**src/hdl/spq_pkg.sv**
```systemverilog
// Shared types and constants for the sorted priority queue.
// Used by the controller, the datapath, the top level and the checker.
`default_nettype none

package spq_pkg;

  localparam int unsigned DEPTH = 8;
  localparam int unsigned PTR_W = (DEPTH > 1) ? $clog2(DEPTH) : 1;
  localparam int unsigned CNT_W = $clog2(DEPTH + 1);
  localparam int unsigned VAL_W = 32;

  typedef enum logic [1:0] {
    CMD_INSERT = 2'd0,
    CMD_DELETE = 2'd1,
    CMD_LIST   = 2'd2
  } command_e;

  typedef enum logic [2:0] {
    ST_DONE      = 3'd0,
    ST_OVERFLOW  = 3'd1,
    ST_EMPTY     = 3'd2,
    ST_NOT_FOUND = 3'd3,
    ST_LISTED    = 3'd4
  } status_e;

  // Commands from the controller to the datapath.
  typedef struct packed {
    logic    ins;
    logic    del;
    logic    single;
    status_e code;
    logic    list_clr;
    logic    list_emit;
  } ctl_cmd_t;

  // Status from the datapath to the controller.
  typedef struct packed {
    logic empty;
    logic full;
    logic found;
    logic ptr_last;
  } dp_stat_t;

endpackage

`default_nettype wire

```
**src/hdl/sorted_priority_queue_unit.sv**
```systemverilog
// Top level of the sorted priority queue: controller plus datapath.
// Depends on spq_pkg, spq_ctrl and spq_datapath.
//
//   Channel   Ports                                       Transfer
//   command   start, busy, command_i, item_value_i        start && !busy
//   result    valid_o, status_o, entry_value_o, last_o    every cycle valid_o is high
//
// Insert and delete results show in the cycle after the transfer.
// An unused code gives no result.
// A list keeps busy high while it streams its entries, one entry a cycle through
// the single read port on the entry array, the first entry passing the list state
// and then the result register; an empty list gives one result in the next cycle.
// Reset clears the entry count, the list state and the result strobe; the
// stored values need no clearing.
// The receiver cannot stall: every result is shown for exactly one cycle.
`default_nettype none

module sorted_priority_queue_unit (
  input  wire logic                             clk_i,
  input  wire logic                             rst_ni,
  input  wire logic                             start,
  output logic                                  busy,
  input  wire logic [1:0]                       command_i,
  input  wire logic signed [spq_pkg::VAL_W-1:0] item_value_i,
  output logic                                  valid_o,
  output logic [2:0]                            status_o,
  output logic signed [spq_pkg::VAL_W-1:0]      entry_value_o,
  output logic                                  last_o
);

  spq_pkg::ctl_cmd_t ctl_cmd;
  spq_pkg::dp_stat_t dp_stat;

  spq_ctrl u_ctrl (
    .clk_i     (clk_i),
    .rst_ni    (rst_ni),
    .start     (start),
    .command_i (command_i),
    .stat_i    (dp_stat),
    .cmd_o     (ctl_cmd),
    .busy      (busy)
  );

  spq_datapath u_datapath (
    .clk_i         (clk_i),
    .rst_ni        (rst_ni),
    .item_value_i  (item_value_i),
    .cmd_i         (ctl_cmd),
    .stat_o        (dp_stat),
    .valid_o       (valid_o),
    .status_o      (status_o),
    .entry_value_o (entry_value_o),
    .last_o        (last_o)
  );

endmodule

`default_nettype wire

```
**src/hdl/spq_ctrl.sv**
```systemverilog
// Command controller of the sorted priority queue.
// Depends on spq_pkg; drives the datapath through spq_pkg::ctl_cmd_t.
`default_nettype none

module spq_ctrl (
  input  wire logic              clk_i,
  input  wire logic              rst_ni,
  input  wire logic              start,
  input  wire logic [1:0]        command_i,
  input  wire spq_pkg::dp_stat_t stat_i,
  output spq_pkg::ctl_cmd_t      cmd_o,
  output logic                   busy
);

  localparam logic S_IDLE = 1'b0;
  localparam logic S_LIST = 1'b1;

  logic state_q, state_d;

  always_comb begin
    state_d       = state_q;
    cmd_o         = '0;
    cmd_o.code    = spq_pkg::ST_DONE;
    case (state_q)
      S_IDLE: begin
        if (start) begin
          case (command_i)
            spq_pkg::CMD_INSERT: begin
              cmd_o.single = 1'b1;
              if (stat_i.full) begin
                cmd_o.code = spq_pkg::ST_OVERFLOW;
              end else begin
                cmd_o.ins  = 1'b1;
                cmd_o.code = spq_pkg::ST_DONE;
              end
            end
            spq_pkg::CMD_DELETE: begin
              cmd_o.single = 1'b1;
              if (stat_i.empty) begin
                cmd_o.code = spq_pkg::ST_EMPTY;
              end else if (stat_i.found) begin
                cmd_o.del  = 1'b1;
                cmd_o.code = spq_pkg::ST_DONE;
              end else begin
                cmd_o.code = spq_pkg::ST_NOT_FOUND;
              end
            end
            spq_pkg::CMD_LIST: begin
              if (stat_i.empty) begin
                cmd_o.single = 1'b1;
                cmd_o.code   = spq_pkg::ST_EMPTY;
              end else begin
                cmd_o.list_clr = 1'b1;
                state_d        = S_LIST;
              end
            end
            default: begin
            end
          endcase
        end
      end
      S_LIST: begin
        cmd_o.list_emit = 1'b1;
        if (stat_i.ptr_last) begin
          state_d = S_IDLE;
        end
      end
      default: begin
        state_d = S_IDLE;
      end
    endcase
  end

  always_ff @(posedge clk_i or negedge rst_ni) begin
    if (!rst_ni) begin
      state_q <= S_IDLE;
    end else begin
      state_q <= state_d;
    end
  end

  assign busy = (state_q == S_LIST);

endmodule

`default_nettype wire

```
**src/hdl/spq_datapath.sv**
```systemverilog
// Entry array, count, list pointer and result register of the queue.
// Depends on spq_pkg; takes commands from spq_ctrl and reports status back.
`default_nettype none

module spq_datapath (
  input  wire logic                                clk_i,
  input  wire logic                                rst_ni,
  input  wire logic signed [spq_pkg::VAL_W-1:0]    item_value_i,
  input  wire spq_pkg::ctl_cmd_t                   cmd_i,
  output spq_pkg::dp_stat_t                        stat_o,
  output logic                                     valid_o,
  output logic [2:0]                               status_o,
  output logic signed [spq_pkg::VAL_W-1:0]         entry_value_o,
  output logic                                     last_o
);

  logic signed [spq_pkg::VAL_W-1:0] entries_q [spq_pkg::DEPTH];
  logic signed [spq_pkg::VAL_W-1:0] entries_d [spq_pkg::DEPTH];
  logic signed [spq_pkg::VAL_W-1:0] prev_v    [spq_pkg::DEPTH];
  logic signed [spq_pkg::VAL_W-1:0] next_v    [spq_pkg::DEPTH];
  logic [spq_pkg::CNT_W-1:0]        count_q, count_d;
  logic [spq_pkg::PTR_W-1:0]        ptr_q, ptr_d;
  logic [spq_pkg::DEPTH-1:0]        ins_mask;
  logic [spq_pkg::DEPTH-1:0]        eq_v;
  logic [spq_pkg::DEPTH-1:0]        del_mask;

  logic                             out_valid_q;
  logic [2:0]                       out_status_q;
  logic signed [spq_pkg::VAL_W-1:0] out_value_q;
  logic                             out_last_q;

  // Every cell compares against the incoming value at once. Since the array
  // is sorted, the insert mask is set from the insert position to the end,
  // and the delete mask from the first match to the end.
  always_comb begin
    for (int k = 0; k < spq_pkg::DEPTH; k++) begin
      if (spq_pkg::CNT_W'(k) < count_q) begin
        ins_mask[k] = (item_value_i >= entries_q[k]);
        eq_v[k]     = (item_value_i == entries_q[k]);
      end else begin
        ins_mask[k] = 1'b1;
        eq_v[k]     = 1'b0;
      end
    end
    del_mask[0] = eq_v[0];
    for (int k = 1; k < spq_pkg::DEPTH; k++) begin
      del_mask[k] = del_mask[k-1] | eq_v[k];
    end
    prev_v[0] = item_value_i;
    for (int k = 1; k < spq_pkg::DEPTH; k++) begin
      prev_v[k] = entries_q[k-1];
    end
    for (int k = 0; k < spq_pkg::DEPTH - 1; k++) begin
      next_v[k] = entries_q[k+1];
    end
    next_v[spq_pkg::DEPTH-1] = entries_q[spq_pkg::DEPTH-1];
  end

  always_comb begin
    for (int k = 0; k < spq_pkg::DEPTH; k++) begin
      entries_d[k] = entries_q[k];
      if (cmd_i.ins && ins_mask[k]) begin
        if (k > 0 && ins_mask[(k > 0) ? k - 1 : 0]) begin
          entries_d[k] = prev_v[k];
        end else begin
          entries_d[k] = item_value_i;
        end
      end else if (cmd_i.del && del_mask[k]) begin
        entries_d[k] = next_v[k];
      end
    end
  end

  always_comb begin
    count_d = count_q;
    if (cmd_i.ins) begin
      count_d = count_q + spq_pkg::CNT_W'(1);
    end else if (cmd_i.del) begin
      count_d = count_q - spq_pkg::CNT_W'(1);
    end
    ptr_d = ptr_q;
    if (cmd_i.list_clr) begin
      ptr_d = '0;
    end else if (cmd_i.list_emit) begin
      ptr_d = ptr_q + spq_pkg::PTR_W'(1);
    end
  end

  assign stat_o.empty    = (count_q == '0);
  assign stat_o.full     = (count_q == spq_pkg::CNT_W'(spq_pkg::DEPTH));
  assign stat_o.found    = del_mask[spq_pkg::DEPTH-1];
  assign stat_o.ptr_last = (spq_pkg::CNT_W'(ptr_q) == (count_q - spq_pkg::CNT_W'(1)));

  always_ff @(posedge clk_i) begin
    for (int k = 0; k < spq_pkg::DEPTH; k++) begin
      entries_q[k] <= entries_d[k];
    end
    if (cmd_i.single) begin
      out_status_q <= cmd_i.code;
      out_value_q  <= '0;
      out_last_q   <= 1'b1;
    end else if (cmd_i.list_emit) begin
      out_status_q <= spq_pkg::ST_LISTED;
      out_value_q  <= entries_q[ptr_q];
      out_last_q   <= stat_o.ptr_last;
    end
  end

  always_ff @(posedge clk_i or negedge rst_ni) begin
    if (!rst_ni) begin
      count_q     <= '0;
      ptr_q       <= '0;
      out_valid_q <= 1'b0;
    end else begin
      count_q     <= count_d;
      ptr_q       <= ptr_d;
      out_valid_q <= cmd_i.single | cmd_i.list_emit;
    end
  end

  assign valid_o       = out_valid_q;
  assign status_o      = out_status_q;
  assign entry_value_o = out_value_q;
  assign last_o        = out_last_q;

endmodule

`default_nettype wire

```
**config.mk**
```make
export PLATFORM = sky130hd
export DESIGN_NAME = sorted_priority_queue_unit
export DESIGN_NICKNAME = d
export VERILOG_FILES = /design/src/hdl/spq_pkg.sv /design/src/hdl/sorted_priority_queue_unit.sv /design/src/hdl/spq_ctrl.sv /design/src/hdl/spq_datapath.sv
export SDC_FILE = /design/constraint.sdc
export NUM_CORES = 1
export LEC_CHECK = 0
export CAP_MARGIN = 10
export CORE_MARGIN = 2
export CORE_UTILIZATION = 40
export CTS_CLUSTER_DIAMETER = 80
export DETAILED_ROUTE_END_ITERATION = 10
export DONT_BUFFER_PORTS = 1
export MAX_ROUTING_LAYER = met4
export PLACE_DENSITY_LB_ADDON = 0.15
export SLEW_MARGIN = 30
export SYNTH_ARGS = -nofsm -noshare
export SYNTH_HDL_FRONTEND = slang
export SYNTH_HIERARCHICAL = 1
export SYNTH_SLANG_ARGS = --single-unit
export TNS_END_PERCENT = 20
```
**constraint.sdc**
```tcl
create_clock -name clk_i -period 6.1 [get_ports clk_i]
set_input_delay 1.22 -clock clk_i [delete_from_list [all_inputs] [get_ports clk_i]]
set_output_delay 1.22 -clock clk_i [all_outputs]
set_load 0.05 [all_outputs]
```
==> run summary, run 1 <==
Status: complete, no violations
PnR worst setup slack: 1350 ps
Number of flops mapped to enable cells by yosys: 259
Port bufs: 0
Die footprint: 59400 um2
DRC: 0
Worst reg2reg setup slack: 1540 ps
Wirelength per Cell: 26.1 um
Clock-pin slew on the worst setup and hold paths: 60 ps
Vias per std cell: 5.90
CTS resizes: 0
Slew HR: 39.1%
Post-detailed-placement half-perimeter wirelength: 54.6 mm
Filler Cells Inserted: 5335
Core Footprint: 56600 um2
Yosys top cell area share: 33.9%
Post-Route WL: 77.9 mm
Non-Filler Instances: 2985
Post-synthesis sequential area ratio: 37.7%
Period utilization: 77.9%
Ratio of cells with drive above 1 in the final layout: 12.6%
CTS buffer count: 40
Commonest non-fill, non-tap cell in the layout: inv_1
Clk buf depth: 3
Vias in the first global route: 17100
Hold/Removal Path Class: in -> async
Most frequent cells in the layout: inv_1 (269), ha_1 (260), edfxtp_1 (259), mux2i_1 (255), nand2_1 (219)
Worst-margin pin slew: 904 ps
Net Count, Synth: 2502
Chip Height: 244 um
H-tree levels: 2
Hold_buf cts: 0
Initial antenna violation count: 2
P_leak: 11.1 nW
Final hold vios: 0
I/O Pins: 75
Via count: 17600
CP Launch Type: input pin
Remaining antenna violation count: 0
Initial Util: 40.6%
Synth unique cells: 75
RSZ-0062 raised after global routing: false
Placed inst area: 24000 um2
Gr usage total: 26.8%
Clock skew: 18.5 ps
Nets: 2493
Critical path arrival: 5000 ps
Max cap viols: 0
Pre-CTS setup slack: 868 ps
Post-CTS Setup Bufs: 0
Largest net degree at the start of global routing: 74
Synth top area cells: edfxtp_1 (34%), ha_1 (14%), mux2i_1 (11%), mux4_2 (6.3%), inv_1 (4.4%)
First-pass GRT wire length: 115 mm
Mapped Cells: 2205
Sink Count: 301
Hold slack: 343 ps
Final setup vio count: 0
DRT iter0 DRCs: 1552
Slew Limit Fails: 0
Total number of yosys warnings: 6
Top_reg_cell synth: edfxtp_1
Yosys top cell by area: edfxtp_1
Root Driver: clkbuf_16
GPL Wtd Cong: 0.929
Dpl cells: 2908
Mean Syn Cell Area: 10.4 um2
Row count: 87
Flops & latches, synth: 301
Layout area overhead: 9.82%
Fin area: 25200 um2
CTS tree: done
Fraction of registers with async set or reset after synthesis: 2.99%
Global route overflow: 0
Maximum clock rate: 211 MHz
TNS Setup: 0 ps
Minimum clock period: 4750 ps
Peak VDD IR: 0.391 mV
Clk_lat worst skew: 580 ps
Worst Setup Path Type: in -> reg
Crit path required time: 6350 ps
Crit-path max FO: 24
Chip width: 244 um
P per Cell Area: 352 nW/um2
Worst Setup End Kind: register
First-pass DRT Iterations: 5
Synthesized area: 23000 um2
-- final cells by class --
type | count | area (um2) | share of cell area (%)
clock buffer | 58 | 1130 | 4.48
inverter | 269 | 1010 | 4.00
clock inverter | 15 | 88.8 | 0.352
sequential | 301 | 8680 | 34.4
timing repair buffer | 53 | 500 | 1.98
multi-input combinational | 1531 | 12900 | 51.0
tap | 756 | 946 | 3.75
antenna | 2 | 5.00 | 0.0198
-- cells in the mapped netlist, types with 4 or more instances --
library cell	instances
a21oi_1	99
nand2_1	225
mux4_2	64
nor2_1	61
buf_6	6
o21ai_0	155
a21o_1	20
clkbuf_1	41
o211ai_1	12
o21ai_1	43
a211oi_1	41
mux2i_1	255
or3_1	6
a2111oi_0	5
dfrtp_1	9
nor2b_1	14
nand4_1	57
ha_1	260
dfxtp_1	33
buf_1	6
buf_2	40
and4_1	4
buf_4	7
nand3_1	29
o31ai_1	7
nor4_1	11
o21a_1	5
inv_1	269
and3_1	4
nor3_1	15
a21boi_0	4
mux2_2	65
edfxtp_1	259
a221oi_1	9
xnor2_1	8
-- cells by family after synthesis --
group	after synthesis	synth area share, %
simple gates	452	9.45
other cells	1	0.0163
mux	386	20.7
flops	301	37.7
fa+ha+maj	260	14.2
compound gates	423	10.8
buf+inv	373	6.84
xor+xnor	9	0.343
-- sequential cells by signal, indices dropped and copies added (netlist names) --
| name | cells |
|---|---|
| u_datapath/valid_o | 1 |
| u_ctrl/busy | 1 |
| u_datapath/status_o | 3 |
| u_datapath/count_q | 4 |
| u_datapath/last_o | 1 |
| u_datapath/ptr_q | 3 |
| u_datapath/entry_value_o | 32 |
| u_datapath/entries_q | 256 |
-- path summary, 6_finish.rpt --
| check | to | depth (start not counted) | start |
|---|---|---|---|
| setup / recovery | u_datapath/entries_q[4][11] | 14 | item_value_i[27] |
| hold / removal | u_datapath/count_q[2] | 0 | rst_ni |
| setup reg to reg | u_datapath/entries_q[4][11] | 15 | u_datapath/entries_q[0][25] |
| hold reg to reg | u_datapath/entries_q[6][2] | 2 | u_datapath/entries_q[7][2] |
| max in group asynchronous | u_ctrl/busy | 0 | rst_ni |
| min in group clk_i | u_datapath/entries_q[6][2] | 2 | u_datapath/entries_q[7][2] |
-- per-stage QoR --
step	power, mW	util, %
2_1_floorplan	5.65	-
3_3_place_gp	6.56	42.3
3_5_place_dp	6.62	42.3
4_1_cts	8.90	44.5
5_1_grt	9.28	44.6
6_report	8.89	44.6
-- worst max-delay path: stages --
cell      delay, ps
ha_1            300
nand4_1         250
nor4_1          730
and3_1          290
nor3_1          100
nor3b_1         200
o211ai_1        150
a21o_1          160
or2b_2          330
nor4_2          150
buf_4           210
inv_1           160
o21bai_4        420
buf_12          280
-- power by group --
part,switching (mW),internal [mW],total [mW]
clock,0.973,1.29,2.26
combinational,1.80,1.40,3.20
sequential,0.830,2.59,3.42
total,3.60,5.29,8.89
-- layer usage --
layer | share of wire (%) | GRT usage, %
met1 | 46 | 37.5
met2 | 44 | 39.6
met3 | 6.7 | 4.66
met4 | 2.9 | 8.43
met5 | 0 | -
(Power assumes the default switching activity.)
==> inputs of run 2 (changes only) <==
Clock period 6.1 ns to 5 ns, I/O delays scaled along.
==> run summary, run 2 (synthesis gave the netlist of run 1 again) <==
Ratio of cells with drive above 1 in the final layout: 13.5% (+0.92 points)
Max cap viols: 0 (unchanged)
Clk buf depth: 3 (unchanged)
Clock-pin slew on the worst setup and hold paths: 60 ps (about the same)
Final hold vios: 0 (unchanged)
Initial antenna violation count: 0 (-2)
Nets: 2511 (+0.72%)
Commonest non-fill, non-tap cell in the layout: inv_1
Wirelength per Cell: 25.4 um (-2.8%)
Cells along the critical path: inv_1 -> ha_1 -> nand4_1 -> nor2_1 -> buf_4 -> and3_1 -> nand2_1 -> nor3_1 -> a21o_1 -> or2b_2 -> nor4_2 -> inv_1 -> o21ai_4 -> buf_12
Row count: 87 (unchanged)
Global route overflow: 0 (unchanged)
Clk_lat worst skew: 580 ps (about the same)
Worst path max stage delay: 400 ps (-330 ps)
Storage element area: 8680 um2 (unchanged)
CTS tree: done
Crit path max-delay family: simple AND/OR/NAND/NOR gates
CTS buffer count: 39 (-2.5%)
Period utilization: 81.2%
Worst-margin pin slew: 955 ps (+51.3 ps)
Final setup vio count: 0 (unchanged)
Sink Count: 301 (unchanged)
N_diodes: 0 (-2)
CP Launch Point: u_datapath/entries_q[7][31]
Crit path required time: 5260 ps (-1090 ps)
P per Cell Area: 429 nW/um2 (+22%)
Chip Height: 244 um (unchanged)
Chip width: 244 um (unchanged)
First-pass GRT wire length: 114 mm (-0.99%)
Worst reg2reg setup slack: 940 ps (-600 ps)
Post-detailed-placement half-perimeter wirelength: 54.6 mm (about the same)
Filler Cells Inserted: 5315 (-0.37%)
Core Footprint: 56600 um2 (unchanged)
Critical path depth: 14 (unchanged)
Via count: 17400 (-1.0%)
CP Launch Type: register
Initial Util: 40.6% (unchanged)
Reg2reg end: u_datapath/entries_q[0][25]
Port bufs: 0 (unchanged)
Largest net degree at the start of global routing: 73 (-1.4%)
First-pass DRT Iterations: 5 (unchanged)
RSZ-0062 raised after global routing: false
Worst Setup End Kind: register
Top reg by flops: u_datapath/entries_q
Layout area overhead: 11.4%
Crit-path max FO: 20 (-17%)
Slew Limit Fails: 0 (unchanged)
Most frequent cells in the layout: inv_1 (269), ha_1 (260), edfxtp_1 (259), mux2i_1 (255), nand2_1 (219)
Buf/Inv on CP: 4 (+1)
CP max-delay cell: nor3_1
Hold_buf cts: 0 (unchanged)
R2R cell count: 14 (-1)
P_leak: 11.2 nW (+1.6%)
Maximum clock rate: 246 MHz
Pre-CTS setup slack: 432 ps (-436 ps)
Clock skew: 23.0 ps (+4.51 ps)
Worst Setup Path Type: reg -> reg
Max reg flops: 256 (unchanged)
I/O Pins: 75 (unchanged)
R2r startpoint: u_datapath/entries_q[7][31]
Post-Route WL: 76.1 mm (-2.3%)
DRC: 0 (unchanged)
Critical path arrival: 4320 ps (-680 ps)
Multi-input logic area: 12900 um2 (unchanged)
Status: complete, no violations
Post-CTS Setup Bufs: 0 (unchanged)
Vias per std cell: 5.81 (-1.5%)
Peak VDD IR: 0.553 mV (+41%)
Vias in the first global route: 17200 (+0.54%)
PnR worst setup slack: 941 ps (-409 ps)
Cell mode on critical path: inv_1
TNS Setup: 0 ps (unchanged)
Slew HR: 36.3% (-2.8 points)
H-tree levels: 2 (unchanged)
GPL Wtd Cong: 0.958 (+3.1%)
Die footprint: 59400 um2 (unchanged)
Hold/Removal Path Class: in -> async
CTS resizes: 0 (unchanged)
Gr usage total: 26.4% (-0.46 points)
Remaining antenna violation count: 0 (unchanged)
Minimum clock period: 4060 ps
Root Driver: clkbuf_16
DRT iter0 DRCs: 1523 (-1.9%)
## run 2: final cells by class
type	count	area share, %
Inverter	269	3.95
Tap cell	756	3.70
Clock inverter	15	0.646
Sequential cell	301	33.9
Clock buffer	57	4.40
Timing Repair Buffer	72	3.11
Multi-Input combinational cell	1531	50.3
## run 2: where the power goes
part           total [mW]  switching (mW)  internal (mW)  leakage [nW]
Sequential           4.20            1.03           3.16          2.74
Clock                2.89            1.17           1.72         0.630
Combinational        3.88            2.12           1.76          7.87
## run 2: worst max path at each step
stage / end / slack, ps
detailed placement: u_datapath/entries_q[0][19] / 430
global route: u_datapath/entries_q[0][26] / 670
global placement: u_datapath/entries_q[0][19] / 440
finish: u_datapath/entries_q[0][25] / 940
floorplan: u_datapath/entries_q[0][0] / -390
CTS: u_datapath/entries_q[0][26] / 950
## run 2: layer usage
layer,global-route usage [%],routed length [um],share of wire [%],vias to the layer above
met4,6.87,1900,2.5,0
met3,3.91,4620,6.1,104
met1,36.5,35200,46,8622
met2,40.5,34400,45,537
met5,-,0,0,-
li1,-,-,-,8163
## run 2: stage by stage
stage                     std cells  hold WS [ps]  util [%]  total power, mW  instance area, um2
after floorplan                2205           540         -             6.89               23000
after global placement         2928           563      42.9             8.04               24300
after detailed placement       2929           582      42.9             8.12               24300
after CTS                      3001          99.2      45.2             11.0               25600
after global routing           3001          98.2      45.2             11.5               25600
final                          3001           123      45.2             11.0               25600
## run 2: worst reg2reg max path: cells and delay by family (launching register included)
| family | cells | cell delay (ps) |
|---|---|---|
| compound gates | 2 | 500 |
| fa+ha+maj | 1 | 380 |
| buf+inv | 4 | 780 |
| flops | 1 | 380 |
| simple gates | 7 | 1710 |
